**config.mk**
```make
export PLATFORM = sky130hd
export DESIGN_NAME = auto_pointer_click_layer_control
export DESIGN_NICKNAME = d
export VERILOG_FILES = /design/src/hdl/apcl_pkg.sv /design/src/hdl/apcl_front.sv /design/src/hdl/apcl_queue.sv /design/src/hdl/apcl_back.sv /design/src/hdl/auto_pointer_click_layer_control.sv
export SDC_FILE = /design/constraint.sdc
export NUM_CORES = 1
export LEC_CHECK = 0
export ABC_CLOCK_PERIOD_IN_PS = 11700
export BUFFER_PORTS_ARGS = -buffer_cell sky130_fd_sc_hd__buf_2
export CAP_MARGIN = 5
export CORE_MARGIN = 2
export CORE_UTILIZATION = 55
export DETAILED_ROUTE_END_ITERATION = 12
export PLACE_DENSITY = 0.82
export SLEW_MARGIN = 10
export SYNTH_ARGS = -nofsm -noshare
export SYNTH_HDL_FRONTEND = slang
export SYNTH_SLANG_ARGS = --single-unit
```
**constraint.sdc**
```tcl
create_clock -name clk -period 11.7 [get_ports clk]
set_input_delay 1.755 -clock clk [delete_from_list [all_inputs] [get_ports clk]]
set_output_delay 1.755 -clock clk [all_outputs]
set_load 0.03 [all_outputs]
```
**src/hdl/apcl_pkg.sv**
```systemverilog
// ----------------------------------------------------------------------------
// apcl_pkg: shared types and constants for the pointer click layer control
// Holds the item classification, the one-hot mode encoding, the queue entry
// layout and the configuration register bundle.
// ----------------------------------------------------------------------------
`default_nettype none

package apcl_pkg;

  // Number of mouse buttons that map onto the button mask.
  localparam int NUM_BUTTONS = 3;

  // Default depth of the queue between the front and the back.
  localparam int QUEUE_DEPTH_DEF = 2;

  localparam logic [15:0] CLICKABLE_TIMEOUT_RST = 16'd800;
  localparam logic [14:0] MOVE_THRESHOLD_RST    = 15'd0;
  localparam logic [15:0] WAITING_TIMEOUT_RST   = 16'd50;
  localparam logic [14:0] SUM_MAX               = 15'h7FFF;

  // Configuration register indexes.
  typedef enum logic [1:0] {
    REG_CLICKABLE_TIMEOUT = 2'd0,
    REG_MOVE_THRESHOLD    = 2'd1,
    REG_WAITING_TIMEOUT   = 2'd2
  } reg_index_t;

  // What the front decided an item is.
  typedef enum logic [2:0] {
    KIND_MOVE        = 3'd0,
    KIND_STILL       = 3'd1,
    KIND_BTN_PRESS   = 3'd2,
    KIND_BTN_RELEASE = 3'd3,
    KIND_KEY_OFF     = 3'd4,
    KIND_KEY_NONE    = 3'd5
  } kind_t;

  // Controller mode, one-hot.
  typedef enum logic [3:0] {
    MODE_IDLE      = 4'b0001,
    MODE_WAITING   = 4'b0010,
    MODE_CLICKABLE = 4'b0100,
    MODE_CLICKING  = 4'b1000
  } mode_t;

  // Mode codes as reported on the result channel.
  localparam logic [1:0] MODE_CODE_IDLE      = 2'd0;
  localparam logic [1:0] MODE_CODE_WAITING   = 2'd1;
  localparam logic [1:0] MODE_CODE_CLICKABLE = 2'd2;
  localparam logic [1:0] MODE_CODE_CLICKING  = 2'd3;

  typedef struct packed {
    kind_t              kind;
    logic [8:0]         motion;      // |dx| + |dy|
    logic signed [7:0]  dx;
    logic signed [7:0]  dy;
    logic [2:0]         button_bit;  // one-hot button, zero when out of range
    logic [15:0]        now;
  } item_t;

  typedef struct packed {
    logic [15:0] clickable_timeout;
    logic [14:0] move_threshold;
    logic [15:0] waiting_timeout;
  } cfg_t;

  typedef struct packed {
    logic              layer_enabled;
    logic [1:0]        mode;
    logic [2:0]        button_mask;
    logic              send_buttons;
    logic signed [7:0] out_x;
    logic signed [7:0] out_y;
  } result_t;

  function automatic logic [1:0] mode_code(mode_t m);
    logic [1:0] c;
    case (m)
      MODE_IDLE:      c = MODE_CODE_IDLE;
      MODE_WAITING:   c = MODE_CODE_WAITING;
      MODE_CLICKABLE: c = MODE_CODE_CLICKABLE;
      MODE_CLICKING:  c = MODE_CODE_CLICKING;
      default:        c = MODE_CODE_IDLE;
    endcase
    return c;
  endfunction

endpackage

`default_nettype wire

```
**src/hdl/apcl_front.sv**
```systemverilog
// ----------------------------------------------------------------------------
// apcl_front: item intake and classification
// Registers each accepted item together with its kind, its motion magnitude
// and its button bit, and hands it to the queue.
// ----------------------------------------------------------------------------
`default_nettype none

module apcl_front
  import apcl_pkg::*;
(
  input  wire logic              clk,
  input  wire logic              rst,
  input  wire logic              item_valid,
  output logic                   item_stall,
  input  wire logic              action,
  input  wire logic signed [7:0] delta_x,
  input  wire logic signed [7:0] delta_y,
  input  wire logic              key_is_button,
  input  wire logic [1:0]        button_index,
  input  wire logic              key_pressed,
  input  wire logic [15:0]       now_ms,
  output logic                   push_valid,
  input  wire logic              push_ready,
  output item_t                  push_item
);

  logic  stage_valid;
  item_t stage;
  item_t classified;
  logic  accept;
  logic [7:0] abs_x;
  logic [7:0] abs_y;

  always_comb begin
    abs_x = delta_x[7] ? 8'(-delta_x) : 8'(delta_x);
    abs_y = delta_y[7] ? 8'(-delta_y) : 8'(delta_y);
    classified.motion = {1'b0, abs_x} + {1'b0, abs_y};
    classified.now    = now_ms;
    classified.button_bit = 3'd0;
    if (button_index != 2'd3 && 32'(button_index) < NUM_BUTTONS) begin
      classified.button_bit = 3'd1 << button_index;
    end
    if (!action) begin
      classified.dx   = delta_x;
      classified.dy   = delta_y;
      classified.kind = (delta_x != 8'sd0 || delta_y != 8'sd0) ? KIND_MOVE : KIND_STILL;
    end else begin
      classified.dx = 8'sd0;
      classified.dy = 8'sd0;
      if (key_is_button) begin
        classified.kind = key_pressed ? KIND_BTN_PRESS : KIND_BTN_RELEASE;
      end else begin
        classified.kind = key_pressed ? KIND_KEY_OFF : KIND_KEY_NONE;
      end
    end
  end

  assign item_stall = stage_valid && !push_ready;
  assign accept     = item_valid && !item_stall;
  assign push_valid = stage_valid;
  assign push_item  = stage;

  always_ff @(posedge clk) begin
    if (rst) begin
      stage_valid <= 1'b0;
    end else if (accept) begin
      stage_valid <= 1'b1;
    end else if (push_ready) begin
      stage_valid <= 1'b0;
    end
  end

  always_ff @(posedge clk) begin
    if (accept) begin
      stage <= classified;
    end
  end

endmodule

`default_nettype wire

```
**src/hdl/apcl_queue.sv**
```systemverilog
// ----------------------------------------------------------------------------
// apcl_queue: short FIFO between front and back
// Circular buffer of classified items so that each side can stall on its own.
// ----------------------------------------------------------------------------
`default_nettype none

module apcl_queue
  import apcl_pkg::*;
#(
  parameter int DEPTH = QUEUE_DEPTH_DEF
) (
  input  wire logic  clk,
  input  wire logic  rst,
  input  wire logic  push_valid,
  output logic       push_ready,
  input  wire item_t push_item,
  output logic       pop_valid,
  input  wire logic  pop_ready,
  output item_t      pop_item
);

  localparam int AW = (DEPTH > 1) ? $clog2(DEPTH) : 1;
  localparam int CW = $clog2(DEPTH + 1);

  item_t         entries [DEPTH];
  logic [AW-1:0] wr_ptr;
  logic [AW-1:0] rd_ptr;
  logic [CW-1:0] count;
  logic          do_push;
  logic          do_pop;

  assign push_ready = count != CW'(DEPTH);
  assign pop_valid  = count != '0;
  assign pop_item   = entries[rd_ptr];
  assign do_push    = push_valid && push_ready;
  assign do_pop     = pop_valid && pop_ready;

  always_ff @(posedge clk) begin
    if (rst) begin
      wr_ptr <= '0;
      rd_ptr <= '0;
      count  <= '0;
    end else begin
      if (do_push) begin
        wr_ptr <= (wr_ptr == AW'(DEPTH - 1)) ? '0 : wr_ptr + 1'b1;
      end
      if (do_pop) begin
        rd_ptr <= (rd_ptr == AW'(DEPTH - 1)) ? '0 : rd_ptr + 1'b1;
      end
      if (do_push && !do_pop) begin
        count <= count + 1'b1;
      end else if (do_pop && !do_push) begin
        count <= count - 1'b1;
      end
    end
  end

  always_ff @(posedge clk) begin
    if (do_push) begin
      entries[wr_ptr] <= push_item;
    end
  end

endmodule

`default_nettype wire

```
**src/hdl/apcl_back.sv**
```systemverilog
// ----------------------------------------------------------------------------
// apcl_back: mode machine and result register
// Applies each classified item to the controller state and registers the
// result for the output channel.
// ----------------------------------------------------------------------------
`default_nettype none

module apcl_back
  import apcl_pkg::*;
(
  input  wire logic  clk,
  input  wire logic  rst,
  input  wire cfg_t  cfg,
  input  wire logic  pop_valid,
  output logic       pop_ready,
  input  wire item_t pop_item,
  output logic       result_valid,
  input  wire logic  result_stall,
  output result_t    result
);

  mode_t       mode;
  mode_t       mode_next;
  logic [15:0] mark_time;
  logic [15:0] mark_time_next;
  logic [14:0] motion_sum;
  logic [14:0] motion_sum_next;
  logic [2:0]  buttons_held;
  logic [2:0]  buttons_held_next;
  logic        layer_flag;
  logic        layer_flag_next;
  logic        send;
  logic [15:0] elapsed;
  logic [15:0] sum_wide;
  logic [14:0] sum_sat;
  logic        do_pop;

  assign pop_ready = !result_valid || !result_stall;
  assign do_pop    = pop_valid && pop_ready;

  always_comb begin
    mode_next         = mode;
    mark_time_next    = mark_time;
    motion_sum_next   = motion_sum;
    buttons_held_next = buttons_held;
    layer_flag_next   = layer_flag;
    send              = 1'b0;
    elapsed           = pop_item.now - mark_time;
    sum_wide          = {1'b0, motion_sum} + {7'd0, pop_item.motion};
    sum_sat           = sum_wide[15] ? SUM_MAX : sum_wide[14:0];

    case (pop_item.kind)
      KIND_BTN_PRESS: begin
        buttons_held_next = buttons_held | pop_item.button_bit;
        mode_next         = MODE_CLICKING;
        send              = 1'b1;
      end
      KIND_BTN_RELEASE: begin
        buttons_held_next = buttons_held & ~pop_item.button_bit;
        layer_flag_next   = 1'b1;
        mark_time_next    = pop_item.now;
        mode_next         = MODE_CLICKABLE;
        send              = 1'b1;
      end
      KIND_KEY_OFF: begin
        mode_next       = MODE_IDLE;
        layer_flag_next = 1'b0;
      end
      KIND_MOVE: begin
        case (mode)
          MODE_CLICKABLE: begin
            mark_time_next = pop_item.now;
          end
          MODE_WAITING: begin
            // Reaching the threshold turns the layer on and restarts the sum.
            if (sum_sat >= cfg.move_threshold) begin
              motion_sum_next = '0;
              layer_flag_next = 1'b1;
              mark_time_next  = pop_item.now;
              mode_next       = MODE_CLICKABLE;
            end else begin
              motion_sum_next = sum_sat;
            end
          end
          MODE_IDLE: begin
            mark_time_next  = pop_item.now;
            mode_next       = MODE_WAITING;
            motion_sum_next = '0;
          end
          default: begin
          end
        endcase
      end
      KIND_STILL: begin
        case (mode)
          MODE_CLICKABLE: begin
            if (elapsed > cfg.clickable_timeout) begin
              mode_next       = MODE_IDLE;
              layer_flag_next = 1'b0;
            end
          end
          MODE_WAITING: begin
            if (elapsed > cfg.waiting_timeout) begin
              motion_sum_next = '0;
              mode_next       = MODE_IDLE;
            end
          end
          MODE_IDLE: begin
            motion_sum_next = '0;
          end
          default: begin
          end
        endcase
      end
      default: begin
      end
    endcase
  end

  always_ff @(posedge clk) begin
    if (rst) begin
      mode         <= MODE_IDLE;
      mark_time    <= '0;
      motion_sum   <= '0;
      buttons_held <= '0;
      layer_flag   <= 1'b0;
      result_valid <= 1'b0;
    end else begin
      if (do_pop) begin
        mode         <= mode_next;
        mark_time    <= mark_time_next;
        motion_sum   <= motion_sum_next;
        buttons_held <= buttons_held_next;
        layer_flag   <= layer_flag_next;
        result_valid <= 1'b1;
      end else if (!result_stall) begin
        result_valid <= 1'b0;
      end
    end
  end

  always_ff @(posedge clk) begin
    if (do_pop) begin
      result.layer_enabled <= layer_flag_next;
      result.mode          <= mode_code(mode_next);
      result.button_mask   <= buttons_held_next;
      result.send_buttons  <= send;
      result.out_x         <= pop_item.dx;
      result.out_y         <= pop_item.dy;
    end
  end

endmodule

`default_nettype wire

```
**src/hdl/auto_pointer_click_layer_control.sv**
```systemverilog
// ----------------------------------------------------------------------------
// auto_pointer_click_layer_control: automatic pointer click layer controller
// Turns a pointer click layer on after enough motion or a button release, off
// after idle time or a non-button key press, and tracks the mouse button mask.
// ----------------------------------------------------------------------------
// Usage:
// Each input item is either a pointer report (action low, delta_x/delta_y) or
// a key event (action high, key_is_button, button_index, key_pressed), and
// carries a wrapping millisecond stamp in now_ms. An item is taken on a clock
// edge where item_valid is high and item_stall is low. Every item yields
// exactly one result item, in order, taken where result_valid is high and
// result_stall is low.
// The path has three register stages: the front register that classifies the
// item, the queue, and the result register in the back. An accepted item is
// registered in the front register, then in a queue entry, then in the result
// register. While result_stall is low a new item can be accepted on every
// cycle, so the sustained rate is one item per clock.
// The mode update is a single compare-and-add step in the back.
// When the receiver stalls, the result holds steady, the queue fills, and
// item_stall rises once the front register cannot drain into it.
// Configuration registers are written over cfg_valid/cfg_ready/cfg_index/
// cfg_data; cfg_ready is always high. Writes are meant for an idle block.
// A synchronous reset on rst empties the pipeline, sets the mode to idle with
// the layer off and the button mask clear, and restores the register defaults
// (clickable timeout 800 ms, threshold 0, waiting timeout 50 ms).
// ----------------------------------------------------------------------------
`default_nettype none

module auto_pointer_click_layer_control
  import apcl_pkg::*;
#(
  parameter int QUEUE_DEPTH = QUEUE_DEPTH_DEF
) (
  input  wire logic              clk,
  input  wire logic              rst,
  // Input item channel
  input  wire logic              item_valid,
  output logic                   item_stall,
  input  wire logic              action,
  input  wire logic signed [7:0] delta_x,
  input  wire logic signed [7:0] delta_y,
  input  wire logic              key_is_button,
  input  wire logic [1:0]        button_index,
  input  wire logic              key_pressed,
  input  wire logic [15:0]       now_ms,
  // Result item channel
  output logic                   result_valid,
  input  wire logic              result_stall,
  output logic                   layer_enabled,
  output logic [1:0]             mode,
  output logic [2:0]             button_mask,
  output logic                   send_buttons,
  output logic signed [7:0]      out_x,
  output logic signed [7:0]      out_y,
  // Configuration write channel
  input  wire logic              cfg_valid,
  output logic                   cfg_ready,
  input  wire logic [1:0]        cfg_index,
  input  wire logic [15:0]       cfg_data
);

  cfg_t    cfg;
  item_t   push_item;
  item_t   pop_item;
  logic    push_valid;
  logic    push_ready;
  logic    pop_valid;
  logic    pop_ready;
  result_t result;

  // Configuration registers; indexes past the list are ignored.
  assign cfg_ready = 1'b1;

  always_ff @(posedge clk) begin
    if (rst) begin
      cfg.clickable_timeout <= CLICKABLE_TIMEOUT_RST;
      cfg.move_threshold    <= MOVE_THRESHOLD_RST;
      cfg.waiting_timeout   <= WAITING_TIMEOUT_RST;
    end else if (cfg_valid && cfg_ready) begin
      case (reg_index_t'(cfg_index))
        REG_CLICKABLE_TIMEOUT: cfg.clickable_timeout <= cfg_data;
        REG_MOVE_THRESHOLD:    cfg.move_threshold    <= cfg_data[14:0];
        REG_WAITING_TIMEOUT:   cfg.waiting_timeout   <= cfg_data;
        default: begin
        end
      endcase
    end
  end

  // Front: intake and classification.
  apcl_front u_front (
    .clk           (clk),
    .rst           (rst),
    .item_valid    (item_valid),
    .item_stall    (item_stall),
    .action        (action),
    .delta_x       (delta_x),
    .delta_y       (delta_y),
    .key_is_button (key_is_button),
    .button_index  (button_index),
    .key_pressed   (key_pressed),
    .now_ms        (now_ms),
    .push_valid    (push_valid),
    .push_ready    (push_ready),
    .push_item     (push_item)
  );

  // Queue that decouples the front from the back.
  apcl_queue #(
    .DEPTH (QUEUE_DEPTH)
  ) u_queue (
    .clk        (clk),
    .rst        (rst),
    .push_valid (push_valid),
    .push_ready (push_ready),
    .push_item  (push_item),
    .pop_valid  (pop_valid),
    .pop_ready  (pop_ready),
    .pop_item   (pop_item)
  );

  // Back: mode machine and result register.
  apcl_back u_back (
    .clk          (clk),
    .rst          (rst),
    .cfg          (cfg),
    .pop_valid    (pop_valid),
    .pop_ready    (pop_ready),
    .pop_item     (pop_item),
    .result_valid (result_valid),
    .result_stall (result_stall),
    .result       (result)
  );

  assign layer_enabled = result.layer_enabled;
  assign mode          = result.mode;
  assign button_mask   = result.button_mask;
  assign send_buttons  = result.send_buttons;
  assign out_x         = result.out_x;
  assign out_y         = result.out_y;

endmodule

`default_nettype wire

```
==> impl_metrics.py <==
metrics = {
    "synth": {
        "ys_warn_count": 0,
        "ys_types": 72,
        "syn_area_um2": 12200,
        "syn_avg_cell_area_um2": 11.0,
        "ys_seq_elements": 257,
        "synth_compound_area_frac": 0.111,
        "syn_inst": 1105,
        "synth_top_family_by_area": "simple AND/OR/NAND/NOR gates",
        "synth-simple-area-share": 0.127,
        "synth_edf_count": 164,
        "yosys.area_share.xor_xnor": 0.0295,
        "ys_async_sr_fraction": 0,
        "syn_nets": 1251,
        "yosysSeqAreaShare": 0.557,
        "ys_dominant_reg_cell": "edfxtp_1",
        "synthMuxAreaShare": 0.0491,
        "synth-adder-area-share": 0.0901,
    },
    "worst_setup_path": {
        "r2r_slack_ps": 6120,
        "cp-start-kind": "flip-flop",
        "cp_max_fo": 41,
        "timing.rr.end": "u_back.motion_sum[4]",
        "critPathKind": "flip-flop to flip-flop",
        "reg2regPathDepth": 20,
        "cp.arrival_ps": 6040,
        "end_kind": "flip-flop",
        "required_ps": 12160,
    },
    "route": {
        "drtPass1Iterations": 5,
        "routed_wl_um": 24700,
        "avgViaCountPerCell": 5.59,
        "ant_nets": 0,
        "routed-via-count": 8308,
        "drc_errors": 0,
        "drtIter0Drc": 469,
        "wire_per_inst_um": 16.6,
    },
    "worst_hold_path": {
        "min_from": "u_front.push_item[45]",
        "hold_path.class": "flip-flop to flip-flop",
        "holdPathStages": 0,
        "min_to": "u_queue.entries[1][45]",
    },
    "cts": {
        "numCtsBuffers": 26,
        "cts.repair.resized": 0,
        "holdBufCountCts": 0,
        "clockBufferDepth": 3,
        "root_buffer": "clkbuf_16",
        "cts-htree-levels": 1,
        "cts.sinks": 257,
        "clkTransAtPathRegs_ps": 60,
        "post_cts_buffers": 0,
        "clock_latency_ps": 530,
        "cts_tree": "yes",
    },
    "grt": {
        "antenna_found_initial": 0,
        "grt-ovfl-total": 0,
        "grt_usage": 0.210,
        "grt_pass1_vias": 8298,
        "grt_max_degree": 95,
        "grt_pass1_wl_um": 40500,
    },
    "placed_design": {
        "dpl.cell_count": 1437,
        "portBuffers": 84,
        "dp.final_hpwl_um": 17500,
        "routabilityCongestion": 0.878,
    },
    "cells_and_area": {
        "layout-drive-gt1-share": 0.163,
        "fin_nets": 1331,
        "areaGrowthSynthToFinish_pct": 13.2,
        "multiInputGateArea_um2": 4990,
        "ff_latch_area_um2": 6790,
        "fill_cells": 1685,
        "fin_util": 0.632,
        "final_cells": 1485,
        "antenna_cells": 0,
    },
    "floorplanning": {
        "fp-row-count": 54,
        "die_area_um2": 23400,
        "io_pins": 86,
        "core_um2": 21800,
        "start_util": 0.559,
        "chipWidth_um": 153,
        "die-height_um": 153,
    },
    "power": {
        "switching_share": 0.332,
        "clkPwrFrac": 0.287,
        "combinationalPowerShare": 0.329,
        "p_int_mw": 2.04,
        "powerDensity_nw_per_um2": 221,
        "vdd_ir_drop_max_mv": 0.118,
        "leakage_nw": 5.20,
        "power_switching_mw": 1.01,
        "seq_power_share": 0.384,
        "report.power.total_mw": 3.05,
    },
    "timing": {
        "relSlewSlack": 0.166,
        "tightest_slew_ps": 1250,
        "fin_setup_tns_ps": 0,
        "fmax_mhz": 179,
        "rsz0062_at_grt": "false",
        "slew_violations": 0,
        "min_period_ps": 5580,
        "setup_viol": 0,
        "finalHoldViolCount": 0,
        "min_period_over_period": 0.477,
        "clock_skew_ps": 11.2,
    },
    "run": {
        "maxCapViolations": 0,
    },
    "run_status": {
        "status": "finished clean",
    },
}
worst max path at each step:
stage,start,end,slack [ps],cells after the start
floorplan,flip-flop,u_back.result[21],6450,22
global placement,flip-flop,u_back.motion_sum[6],6210,20
detailed placement,flip-flop,u_back.result[20],6160,20
CTS,flip-flop,u_back.motion_sum[4],6120,20
global route,flip-flop,u_back.motion_sum[0],5640,20
finish,flip-flop,u_back.motion_sum[4],6120,20
cells by family (layout without fill, tap and decap cells):
kind of cell | count (synthesis) | after routing
compound gates | 214 | 214
xor+xnor | 41 | 41
fa+ha+maj | 86 | 86
buf+inv | 113 | 213
flops | 257 | 257
mux | 54 | 54
other cells | 1 | 1
simple gates | 339 | 339
cell usage in the layout, fill, tap and decap left out, types with 7 or more instances in the layout:
cell,count
o21ai_0,21
nor3_1,16
a22oi_1,10
o211ai_1,9
nand3_1,17
xor2_1,12
nand2_1,137
edfxtp_1,164
buf_2,84
a21oi_1,95
a211oi_1,20
clkbuf_16,26
nor2b_1,18
ha_1,83
xnor2_1,29
mux2_2,46
nand2b_1,15
nor2_1,89
clkinv_2,7
a21o_1,7
mux2i_1,8
inv_1,74
dfxtp_1,92
nand4_1,12
synthesized netlist by cell type (3+ instances only):
| library cell | count | area [um2] |
|---|---|---|
| edfxtp_1 | 164 | 4920 |
| nand2_1 | 137 | 514 |
| a21oi_1 | 95 | 475 |
| dfxtp_1 | 93 | 1860 |
| nor2_1 | 90 | 338 |
| ha_1 | 83 | 1040 |
| inv_1 | 74 | 278 |
| mux2_2 | 46 | 518 |
| xnor2_1 | 29 | 254 |
| clkbuf_1 | 23 | 86.3 |
| o21ai_0 | 21 | 105 |
| a211oi_1 | 20 | 150 |
| nor2b_1 | 19 | 119 |
| nand3_1 | 17 | 85.1 |
| nor3_1 | 16 | 80.1 |
| nand2b_1 | 15 | 93.8 |
| nand4_1 | 12 | 75.1 |
| xor2_1 | 12 | 105 |
| a22oi_1 | 10 | 75.1 |
| o211ai_1 | 9 | 67.6 |
| buf_2 | 8 | 40.0 |
| mux2i_1 | 8 | 80.1 |
| a21o_1 | 7 | 52.6 |
| o21ai_1 | 7 | 35.0 |
| a211o_1 | 6 | 52.6 |
| o21a_1 | 6 | 45.0 |
| and3_1 | 5 | 31.3 |
| buf_1 | 5 | 18.8 |
| nor4_1 | 5 | 31.3 |
| or3_1 | 5 | 31.3 |
| fa_1 | 3 | 60.1 |
| o31ai_1 | 3 | 22.5 |
flip-flops by register name, indices dropped and copies added (netlist names), 2 cells and up, named ones only:
| signal | cells |
|---|---|
| u_back.mode | 4 |
| u_queue.count | 2 |
| u_back.mark_time | 16 |
| cfg | 47 |
| u_queue.entries | 94 |
| u_back.motion_sum | 15 |
| u_front.push_item | 47 |
| u_back.result | 23 |
| u_back.buttons_held | 3 |
layout make-up:
| class | instances | area share |
|---|---|---|
| clock inverter | 18 | 0.0180 |
| sequential | 257 | 0.492 |
| timing repair buffer | 90 | 0.0337 |
| clock buffer | 30 | 0.0490 |
| multi-input combinational | 735 | 0.362 |
| tap | 280 | 0.0254 |
| inverter | 75 | 0.0204 |
critical path, cell delays in order (launching register included):
cell and delay [ps]:
dfxtp_2 460, buf_4 550, mux2_2 420, ha_1 370, a21oi_1 290, nand2_1 90, o211ai_1 220, a21oi_1 150
nand4_1 120, and4b_1 240, a21oi_1 100, xnor2_1 260, ha_1 300, nand4_1 150, nor2_1 60, a221o_1 320
o31a_1 290, o21a_2 210, o211ai_2 570, nand2_1 130, a21oi_1 170
power by group through the flow:
stage / logic, mW / clock network (mW) / registers [mW]
floorplan: 0.683 / 0 / 1.25
global placement: 0.972 / 0 / 1.19
detailed placement: 1.01 / 0 / 1.19
CTS: 1.01 / 0.890 / 1.17
global route: 1.13 / 0.926 / 1.19
finish: 1.00 / 0.876 / 1.17
through the flow:
stage	instance area, um2	hold slack (ps)	worst slack, ps
final	13800	444	6120
after CTS	13800	443	6120
after global placement	12900	422	6210
after floorplan	12200	421	6450
after detailed placement	12900	429	6160
after global routing	13800	450	5640
routing by layer:
layer / routed length (um) / GRT usage / vias to the layer above
met5: 0 / 0 / -
met4: 737 / 0.0657 / 0
met3: 1170 / 0.0374 / 54
met2: 12600 / 0.391 / 215
met1: 10100 / 0.247 / 3920
li1: - / - / 4119
Power figures use the tool's default switching activity.
